**src/rtl/core/ppid_pkg.sv**
```systemverilog
// Shared types and constants for the positional PID controller core.
`timescale 1ns / 1ps

package ppid_pkg;

    // Configuration registers are 16 bits whatever the data width
    localparam int REG_W = 16;
    localparam int CFG_ADDR_W = 3;

    localparam int DEF_DATA_WIDTH = 16;
    localparam int DEF_GAIN_FRAC_BITS = 8;
    localparam int DEF_SUM_LIMIT = 500;

    // Register indexes
    localparam logic [CFG_ADDR_W-1:0] CFG_GAIN_P = 3'd0;
    localparam logic [CFG_ADDR_W-1:0] CFG_GAIN_I = 3'd1;
    localparam logic [CFG_ADDR_W-1:0] CFG_GAIN_D = 3'd2;
    localparam logic [CFG_ADDR_W-1:0] CFG_OUT_UPPER = 3'd3;
    localparam logic [CFG_ADDR_W-1:0] CFG_OUT_LOWER = 3'd4;

    // Reset values
    localparam logic signed [REG_W-1:0] RST_GAIN = 16'sd0;
    localparam logic signed [REG_W-1:0] RST_OUT_UPPER = 16'sh7FFF;
    localparam logic signed [REG_W-1:0] RST_OUT_LOWER = 16'sh8000;

    typedef struct packed {
        logic signed [REG_W-1:0] gain_p;
        logic signed [REG_W-1:0] gain_i;
        logic signed [REG_W-1:0] gain_d;
        logic signed [REG_W-1:0] out_upper;
        logic signed [REG_W-1:0] out_lower;
    } t_cfg;

endpackage

```
**src/rtl/core/ppid_cfg_regs.sv**
```systemverilog
// Configuration register file: gains and output limits.
`timescale 1ns / 1ps

module ppid_cfg_regs (
    input  logic                                 i_clk,
    input  logic                                 i_rst_n,
    input  logic                                 i_wr_en,
    input  logic [ppid_pkg::CFG_ADDR_W-1:0]      i_wr_addr,
    input  logic [ppid_pkg::REG_W-1:0]           i_wr_data,
    output ppid_pkg::t_cfg                       o_cfg
);

    ppid_pkg::t_cfg r_cfg;
    ppid_pkg::t_cfg n_cfg;

    always_comb begin
        n_cfg = r_cfg;
        if (i_wr_en) begin
            case (i_wr_addr)
                ppid_pkg::CFG_GAIN_P:    n_cfg.gain_p    = $signed(i_wr_data);
                ppid_pkg::CFG_GAIN_I:    n_cfg.gain_i    = $signed(i_wr_data);
                ppid_pkg::CFG_GAIN_D:    n_cfg.gain_d    = $signed(i_wr_data);
                ppid_pkg::CFG_OUT_UPPER: n_cfg.out_upper = $signed(i_wr_data);
                ppid_pkg::CFG_OUT_LOWER: n_cfg.out_lower = $signed(i_wr_data);
                default: ; // drop writes beyond the register list
            endcase
        end
    end

    always_ff @(posedge i_clk) begin
        if (!i_rst_n) begin
            r_cfg.gain_p    <= ppid_pkg::RST_GAIN;
            r_cfg.gain_i    <= ppid_pkg::RST_GAIN;
            r_cfg.gain_d    <= ppid_pkg::RST_GAIN;
            r_cfg.out_upper <= ppid_pkg::RST_OUT_UPPER;
            r_cfg.out_lower <= ppid_pkg::RST_OUT_LOWER;
        end else begin
            r_cfg <= n_cfg;
        end
    end

    assign o_cfg = r_cfg;

endmodule

```
**src/rtl/core/ppid_datapath.sv**
```systemverilog
// PID arithmetic with the previous-error and clamped-integral state.
`timescale 1ns / 1ps

module ppid_datapath #(
    parameter int DATA_WIDTH     = ppid_pkg::DEF_DATA_WIDTH,
    parameter int GAIN_FRAC_BITS = ppid_pkg::DEF_GAIN_FRAC_BITS,
    parameter int SUM_LIMIT      = ppid_pkg::DEF_SUM_LIMIT
) (
    input  logic                          i_clk,
    input  logic                          i_rst_n,
    input  logic                          i_adv,
    input  logic signed [DATA_WIDTH-1:0]  i_setpoint,
    input  logic signed [DATA_WIDTH-1:0]  i_measured,
    input  ppid_pkg::t_cfg                i_cfg,
    output logic signed [DATA_WIDTH-1:0]  o_drive
);

    localparam int REG_W   = ppid_pkg::REG_W;
    localparam int ERR_W   = DATA_WIDTH + 1;
    localparam int SUM_W   = $clog2(SUM_LIMIT + 1) + 1;
    localparam int NSUM_W  = ((SUM_W > ERR_W) ? SUM_W : ERR_W) + 1;
    localparam int DIFF_W  = DATA_WIDTH + 2;
    localparam int WIDE_W  = (DIFF_W > SUM_W) ? DIFF_W : SUM_W;
    localparam int ACC_W   = REG_W + WIDE_W + 2;
    localparam logic signed [NSUM_W-1:0] LIM_POS = NSUM_W'(SUM_LIMIT);
    localparam logic signed [NSUM_W-1:0] LIM_NEG = -NSUM_W'(SUM_LIMIT);

    logic signed [ERR_W-1:0]        r_last_error;
    logic signed [SUM_W-1:0]        r_error_sum;
    logic signed [ERR_W-1:0]        err;
    logic signed [NSUM_W-1:0]       sum_raw;
    logic signed [NSUM_W-1:0]       sum_clamped;
    logic signed [SUM_W-1:0]        n_error_sum;
    logic signed [DIFF_W-1:0]       diff;
    logic signed [REG_W+ERR_W-1:0]  prod_p;
    logic signed [REG_W+SUM_W-1:0]  prod_i;
    logic signed [REG_W+DIFF_W-1:0] prod_d;
    logic signed [ACC_W-1:0]        acc;
    logic signed [ACC_W-1:0]        scaled;
    logic signed [ACC_W-1:0]        upper_ext;
    logic signed [ACC_W-1:0]        lower_ext;
    logic signed [ACC_W-1:0]        drive;

    always_comb begin
        err = ERR_W'(i_setpoint) - ERR_W'(i_measured);

        // Zero integral gain clears and holds the integral
        if (i_cfg.gain_i != '0) begin
            sum_raw = NSUM_W'(r_error_sum) + NSUM_W'(err);
        end else begin
            sum_raw = '0;
        end
        if (sum_raw > LIM_POS) begin
            sum_clamped = LIM_POS;
        end else if (sum_raw < LIM_NEG) begin
            sum_clamped = LIM_NEG;
        end else begin
            sum_clamped = sum_raw;
        end
        n_error_sum = sum_clamped[SUM_W-1:0];

        diff   = DIFF_W'(err) - DIFF_W'(r_last_error);
        prod_p = $signed(i_cfg.gain_p) * err;
        prod_i = $signed(i_cfg.gain_i) * n_error_sum;
        prod_d = $signed(i_cfg.gain_d) * diff;

        // Sum exactly, then floor-shift the total
        acc    = ACC_W'(prod_p) + ACC_W'(prod_i) + ACC_W'(prod_d);
        scaled = acc >>> GAIN_FRAC_BITS;

        upper_ext = ACC_W'($signed(i_cfg.out_upper));
        lower_ext = ACC_W'($signed(i_cfg.out_lower));
        drive = scaled;
        if (drive > upper_ext) begin
            drive = upper_ext;
        end
        // lower limit wins when the limits cross
        if (drive < lower_ext) begin
            drive = lower_ext;
        end
    end

    assign o_drive = drive[DATA_WIDTH-1:0];

    always_ff @(posedge i_clk) begin
        if (!i_rst_n) begin
            r_last_error <= '0;
            r_error_sum  <= '0;
        end else if (i_adv) begin
            r_last_error <= err;
            r_error_sum  <= n_error_sum;
        end
    end

endmodule

```
**src/rtl/core/positional_pid_controller_core.sv**
```systemverilog
// Positional PID controller core: stream ports, sample and result registers.
//
// Usage: write gains and limits on the configuration channel (i_cfg_valid,
// i_cfg_addr, i_cfg_data; o_cfg_ready is always high) while the block is idle.
// Indexes 0..4 are gain_p, gain_i, gain_d, out_upper, out_lower; other
// indexes are ignored. Samples enter on the slave stream, one beat holding
// setpoint and measured; each sample yields one drive beat on the master
// stream, in order.
// Path: the input beat is taken into the sample register, then the PID
// arithmetic result is registered into the result register.
// Throughput: one sample per cycle while tready stays high; the previous-error and
// integral state update in the same cycle the sample moves into the result register.
// Stalls: while the receiver holds tready low the result register holds and
// the sample register still takes one more beat; then tready drops.
// Reset: clears both registers' valid flags, the PID state, the gains to
// zero and the limits to the full 16-bit range.
`timescale 1ns / 1ps

module positional_pid_controller_core #(
    parameter int DATA_WIDTH     = ppid_pkg::DEF_DATA_WIDTH,
    parameter int GAIN_FRAC_BITS = ppid_pkg::DEF_GAIN_FRAC_BITS,
    parameter int SUM_LIMIT      = ppid_pkg::DEF_SUM_LIMIT,
    localparam int IN_TDATA_W    = ((2 * DATA_WIDTH + 7) / 8) * 8,
    localparam int OUT_TDATA_W   = ((DATA_WIDTH + 7) / 8) * 8
) (
    input  logic                              i_clk,
    input  logic                              i_rst_n,
    input  logic                              i_cfg_valid,
    output logic                              o_cfg_ready,
    input  logic [ppid_pkg::CFG_ADDR_W-1:0]   i_cfg_addr,
    input  logic [ppid_pkg::REG_W-1:0]        i_cfg_data,
    input  logic                              i_s_axis_tvalid,
    output logic                              o_s_axis_tready,
    input  logic [IN_TDATA_W-1:0]             i_s_axis_tdata,  // setpoint, measured
    output logic                              o_m_axis_tvalid,
    input  logic                              i_m_axis_tready,
    output logic [OUT_TDATA_W-1:0]            o_m_axis_tdata   // drive_out
);

    ppid_pkg::t_cfg cfg;

    logic                          r_in_vld;
    logic signed [DATA_WIDTH-1:0]  r_setpoint;
    logic signed [DATA_WIDTH-1:0]  r_measured;
    logic                          r_out_vld;
    logic signed [DATA_WIDTH-1:0]  r_drive;
    logic signed [DATA_WIDTH-1:0]  drive;
    logic                          in_take;
    logic                          adv;

    assign o_cfg_ready = 1'b1;

    ppid_cfg_regs u_cfg_regs (
        .i_clk     (i_clk),
        .i_rst_n   (i_rst_n),
        .i_wr_en   (i_cfg_valid),
        .i_wr_addr (i_cfg_addr),
        .i_wr_data (i_cfg_data),
        .o_cfg     (cfg)
    );

    // Advance a sample when the result register is free or being emptied
    assign adv             = r_in_vld && (!r_out_vld || i_m_axis_tready);
    assign o_s_axis_tready = !r_in_vld || adv;
    assign in_take         = i_s_axis_tvalid && o_s_axis_tready;

    ppid_datapath #(
        .DATA_WIDTH     (DATA_WIDTH),
        .GAIN_FRAC_BITS (GAIN_FRAC_BITS),
        .SUM_LIMIT      (SUM_LIMIT)
    ) u_datapath (
        .i_clk      (i_clk),
        .i_rst_n    (i_rst_n),
        .i_adv      (adv),
        .i_setpoint (r_setpoint),
        .i_measured (r_measured),
        .i_cfg      (cfg),
        .o_drive    (drive)
    );

    always_ff @(posedge i_clk) begin
        if (!i_rst_n) begin
            r_in_vld  <= 1'b0;
            r_out_vld <= 1'b0;
        end else begin
            if (in_take) begin
                r_in_vld <= 1'b1;
            end else if (adv) begin
                r_in_vld <= 1'b0;
            end
            if (adv) begin
                r_out_vld <= 1'b1;
            end else if (i_m_axis_tready) begin
                r_out_vld <= 1'b0;
            end
        end
    end

    // Payload registers: load on the beat, hold otherwise
    always_ff @(posedge i_clk) begin
        if (in_take) begin
            r_setpoint <= $signed(i_s_axis_tdata[DATA_WIDTH-1:0]);
            r_measured <= $signed(i_s_axis_tdata[2*DATA_WIDTH-1:DATA_WIDTH]);
        end
        if (adv) begin
            r_drive <= drive;
        end
    end

    assign o_m_axis_tvalid = r_out_vld;
    assign o_m_axis_tdata  = OUT_TDATA_W'($unsigned(r_drive));

endmodule

```
**config.mk**
```make
export PLATFORM = sky130hd
export DESIGN_NAME = positional_pid_controller_core
export DESIGN_NICKNAME = d
export VERILOG_FILES = /design/src/rtl/core/ppid_pkg.sv /design/src/rtl/core/ppid_cfg_regs.sv /design/src/rtl/core/ppid_datapath.sv /design/src/rtl/core/positional_pid_controller_core.sv
export SDC_FILE = /design/constraint.sdc
export NUM_CORES = 2
export LEC_CHECK = 0
export BUFFER_PORTS_ARGS = -buffer_cell sky130_fd_sc_hd__buf_4
export CAP_MARGIN = 20
export CORE_MARGIN = 2
export CORE_UTILIZATION = 55
export CTS_CLUSTER_SIZE = 12
export DETAILED_ROUTE_END_ITERATION = 7
export PLACE_DENSITY = 0.83
export SETUP_SLACK_MARGIN = 0.2
export SYNTH_ARGS = -nofsm -noshare
export SYNTH_HDL_FRONTEND = slang
export SYNTH_SLANG_ARGS = --single-unit
```
**constraint.sdc**
```tcl
create_clock -name i_clk -period 50.5 [get_ports i_clk]
set_input_delay 7.575 -clock i_clk [delete_from_list [all_inputs] [get_ports i_clk]]
set_output_delay 7.575 -clock i_clk [all_outputs]
set_load 0.05 [all_outputs]
```
==> impl_metrics.csv <==
group,metric,value,unit
synthesis,avgSynthCellArea,9.41,sq um
synthesis,yosys_warnings,0,
power_and_ir_drop,ir_drop,0.0424,mV
timing,finalSetupViolCount,0,
synthesis,synthAdderAreaFrac,55.4,%
cells_and_area,final_core_util,58.8,%
hold_path,hp-class,"reg2reg",
critical_path,cp.arrival,18510,ps
synthesis,netlist_top_cells_area,"fa_1 (46%), ha_1 (9.1%), inv_1 (8.9%), nand2_1 (6.2%), dfxtp_1 (5.8%)",
floorplanning,core_area,67300,sq um
synthesis,ys_seq_elements,157,
clock_network,cts-resized-gates,0,
synthesis,synth_common_cells,"inv_1 (884), fa_1 (867), nand2_1 (623)",
global_route,gr-usage-all-layers,29.1,%
synthesis,synthMuxAreaShare,1.04,%
timing,finalMaxSlewViolations,0,
drt,vias,27331,
floorplanning,die_w,265,um
power_and_ir_drop,powerDensity,33.5,nW/um^2
synthesis,synth_cells,3978,
synthesis,synth-compound-area-share,6.54,%
drt,vias_per_cell,5.65,
power_and_ir_drop,leakage,19.3,nW
global_route,grt_start_max_net_pins,105,
synthesis,synthArstFlopShare,0,%
synthesis,yosys.area.top_type,"fa_1",
critical_path,critPathSlowestCell,"fa_1",
global_route,grt_pass1_wl,157000,um
critical_path,reg2reg_to,"o_m_axis_tdata[6]$_DFFE_PP_",
floorplanning,start_util,55.7,%
clock_network,cts_sinks,157,
synthesis,synth.most_common_cell,"inv_1",
critical_path,cp_top_family,"adder cells",
timing,timing.final.crit_share,36.2,%
floorplanning,rows,95,
floorplanning,ios,75,
synthesis,syn_nets,5173,
synthesis,synth_xor_area_share,1.66,%
timing,fin_setup_tns,0,ps
placed_design,place.gp.congestion,0.906,
global_route,grt.overflow.total,0,
global_route,grt_antenna_before_repair,0,
global_route,grt_pass1_vias,30066,
timing,finClkSkew,17.7,ps
clock_network,clkLatencyLatePin,500,ps
synthesis,synth_top_area_share,46.4,%
hold_path,hold_end,"u_datapath.r_last_error[13]$_SDFFE_PN0P_",
clock_network,cts-hold-fix-buffers,0,
critical_path,crit_required,50740,ps
synthesis,synthSimpleGateAreaFrac,15.0,%
critical_path,start_kind,"flip-flop",
clock_network,cts_root_buf,"clkbuf_16",
critical_path,cp_common_cell,"fa_1",
synthesis,synth_top_family_by_area,"adder cells",
timing,finalWorstPathRequiredPeriod,18270,ps
hold_path,min_from,"u_datapath.r_last_error[13]$_SDFFE_PN0P_",
critical_path,rr_startpoint,"r_measured[0]$_DFFE_PP_",
cells_and_area,final_nets,5147,
floorplanning,die_h,265,um
critical_path,critPathBufInv,8,
outcome,outcome,"complete, no violations",
drt,drt_iter0_markers,2393,
drt,route.detailed.drc,0,
drt,routed_wl,95900,um
synthesis,yosysSeqAreaShare,9.68,%
timing,slew_headroom,27.4,%
synthesis,synthDistinctLibCells,88,
synthesis,synth_edf_count,48,
timing,timing.fmax,54.7,MHz
clock_network,numCtsBuffers,17,
job,drv_cap,0,
clock_network,clockBufferDepth,2,
cells_and_area,drive_above_1_share,6.18,%
drt,wire_per_inst,19.8,um
critical_path,cp_max_fo,31,
critical_path,ff2ff_setup_slack,32230,ps
placed_design,dp.final_hpwl,78800,um
clock_network,clk_pin_slew,70,ps
synthesis,yosys_most_used_dff,"dfxtp_1",
floorplanning,die_area,70200,sq um
critical_path,cp-end-kind,"flip-flop",
hold_path,holdPathStages,2,
timing,hold_viol_final,0,
clock_network,h-tree-depth,4,
clock_network,postCtsSetupBuffers,0,
cells_and_area,area_delta_synth_final,5.59,%
drt,firstDrtPassIters,8,
timing,rsz0062_at_grt,"false",
critical_path,max_stage_delay,800,ps
synthesis,synthesis.area,37400,sq um
clock_network,cts_tree,"done",
placed_design,port_buffers,73,
timing,worst_pin_slew,1090,ps
critical_path,crit_type,"reg2reg",
drt,ant_nets,0,
critical_path,r2r_cells,66,
-- layout make-up --
type                            count  area [sq um]
Multi-Input combinational cell   2773         30000
Fill cell                        5413         27700
Sequential cell                   157          3620
Inverter                          885          3320
Tap cell                          873          1090
Timing Repair Buffer              118           906
Clock buffer                       18           439
Clock inverter                     14           148
Antenna cell                        2          5.00
-- how the worst max path moves through the flow --
stage	startpoint	to	slack, ps	depth (start not counted)
after floorplan	r_measured[0]$_DFFE_PP_	o_m_axis_tdata[10]$_DFFE_PP_	33730	67
after global placement	r_measured[0]$_DFFE_PP_	o_m_axis_tdata[1]$_DFFE_PP_	32880	65
after detailed placement	r_measured[0]$_DFFE_PP_	o_m_axis_tdata[9]$_DFFE_PP_	32400	66
after CTS	r_measured[0]$_DFFE_PP_	o_m_axis_tdata[10]$_DFFE_PP_	32380	66
after global routing	r_measured[0]$_DFFE_PP_	o_m_axis_tdata[10]$_DFFE_PP_	31310	66
final	r_measured[0]$_DFFE_PP_	o_m_axis_tdata[6]$_DFFE_PP_	32230	66
-- layout by cell type (no fill, tap or decap), types with 5 or more instances in the layout --
master / synthesis / final
a211oi_1: 8 / 8
a211oi_2: 6 / 6
a21boi_0: 80 / 80
a21o_1: 29 / 29
a21oi_1: 57 / 57
and2_1: 207 / 206
and3_1: 15 / 15
and4_1: 5 / 5
buf_4: 6 / 117
clkbuf_16: 0 / 17
dfxtp_1: 109 / 109
edfxtp_1: 48 / 48
fa_1: 867 / 867
ha_1: 272 / 272
inv_1: 884 / 884
mux2_2: 27 / 27
nand2_1: 623 / 623
nand2b_1: 43 / 43
nand3_1: 61 / 61
nand4_1: 15 / 15
nor2_1: 102 / 102
nor2b_1: 54 / 54
nor3_1: 24 / 23
nor4_1: 8 / 8
o211a_1: 5 / 5
o211ai_1: 23 / 23
o21a_1: 14 / 14
o21ai_0: 39 / 39
o21bai_1: 5 / 5
or2_2: 7 / 7
or3_1: 7 / 7
xnor2_1: 45 / 34
xnor2_2: 0 / 11
xor2_1: 26 / 17
xor2_2: 0 / 9
-- worst reg2reg max path, delay by kind of cell, from the launching register on --
| family | cells | cell delay, ps |
|---|---|---|
| adders and majority gates | 15 | 6740 |
| muxes | 3 | 780 |
| AOI/OAI and AO/OA | 24 | 5200 |
| xor gates and xnor gates | 1 | 150 |
| and+or+nand+nor | 15 | 3420 |
| buffers and inverters | 8 | 1360 |
| DFF | 1 | 380 |
-- where the power goes --
| group | total [mW] | internal (mW) | switching, mW |
|---|---|---|---|
| logic | 1.03 | 0.405 | 0.621 |
| registers | 0.165 | 0.157 | 0.00869 |
| clock network | 0.135 | 0.0670 | 0.0680 |
| total | 1.33 | 0.629 | 0.697 |
-- per-stage QoR --
stage / setup slack (ps) / power, mW / hold WS [ps] / instances / cell area [sq um]
3_5_place_dp: 32400 / 1.17 / 463 / 4804 / 38900
5_1_grt: 31310 / 1.43 / 494 / 4838 / 39500
6_report: 32230 / 1.33 / 469 / 4840 / 39500
3_3_place_gp: 32880 / 1.13 / 457 / 4804 / 38900
2_1_floorplan: 33730 / 0.872 / 442 / 3978 / 37400
4_1_cts: 32380 / 1.31 / 473 / 4836 / 39500
-- cells by family after synthesis --
logic type,Yosys count
AND/OR/NAND/NOR,1196
flip-flops,157
buffers and inverters,1048
adder cells (fa/ha/maj),1139
other,1
AO/OA/AOI/OAI,331
XOR/XNOR,71
multiplexers,35
-- state kept, by name, indices dropped and copies added, names as in the netlist --
signal,cells
o_m_axis_tdata,16
u_datapath.r_last_error,17
u_cfg_regs.o_cfg,80
o_m_axis_tvalid,1
r_in_vld,1
r_measured,16
u_datapath.r_error_sum,10
r_setpoint,16
-- layer usage --
layer	vias up	track usage (%)	share of wire (%)	wire length, um
li1	11876	-	-	-
met1	13763	34.7	35	33700
met2	1311	47.4	48	46100
met3	381	5.03	7.9	7540
met4	0	21.8	9.0	8590
met5	-	0	0	0
Power figures use the tool's default switching activity.
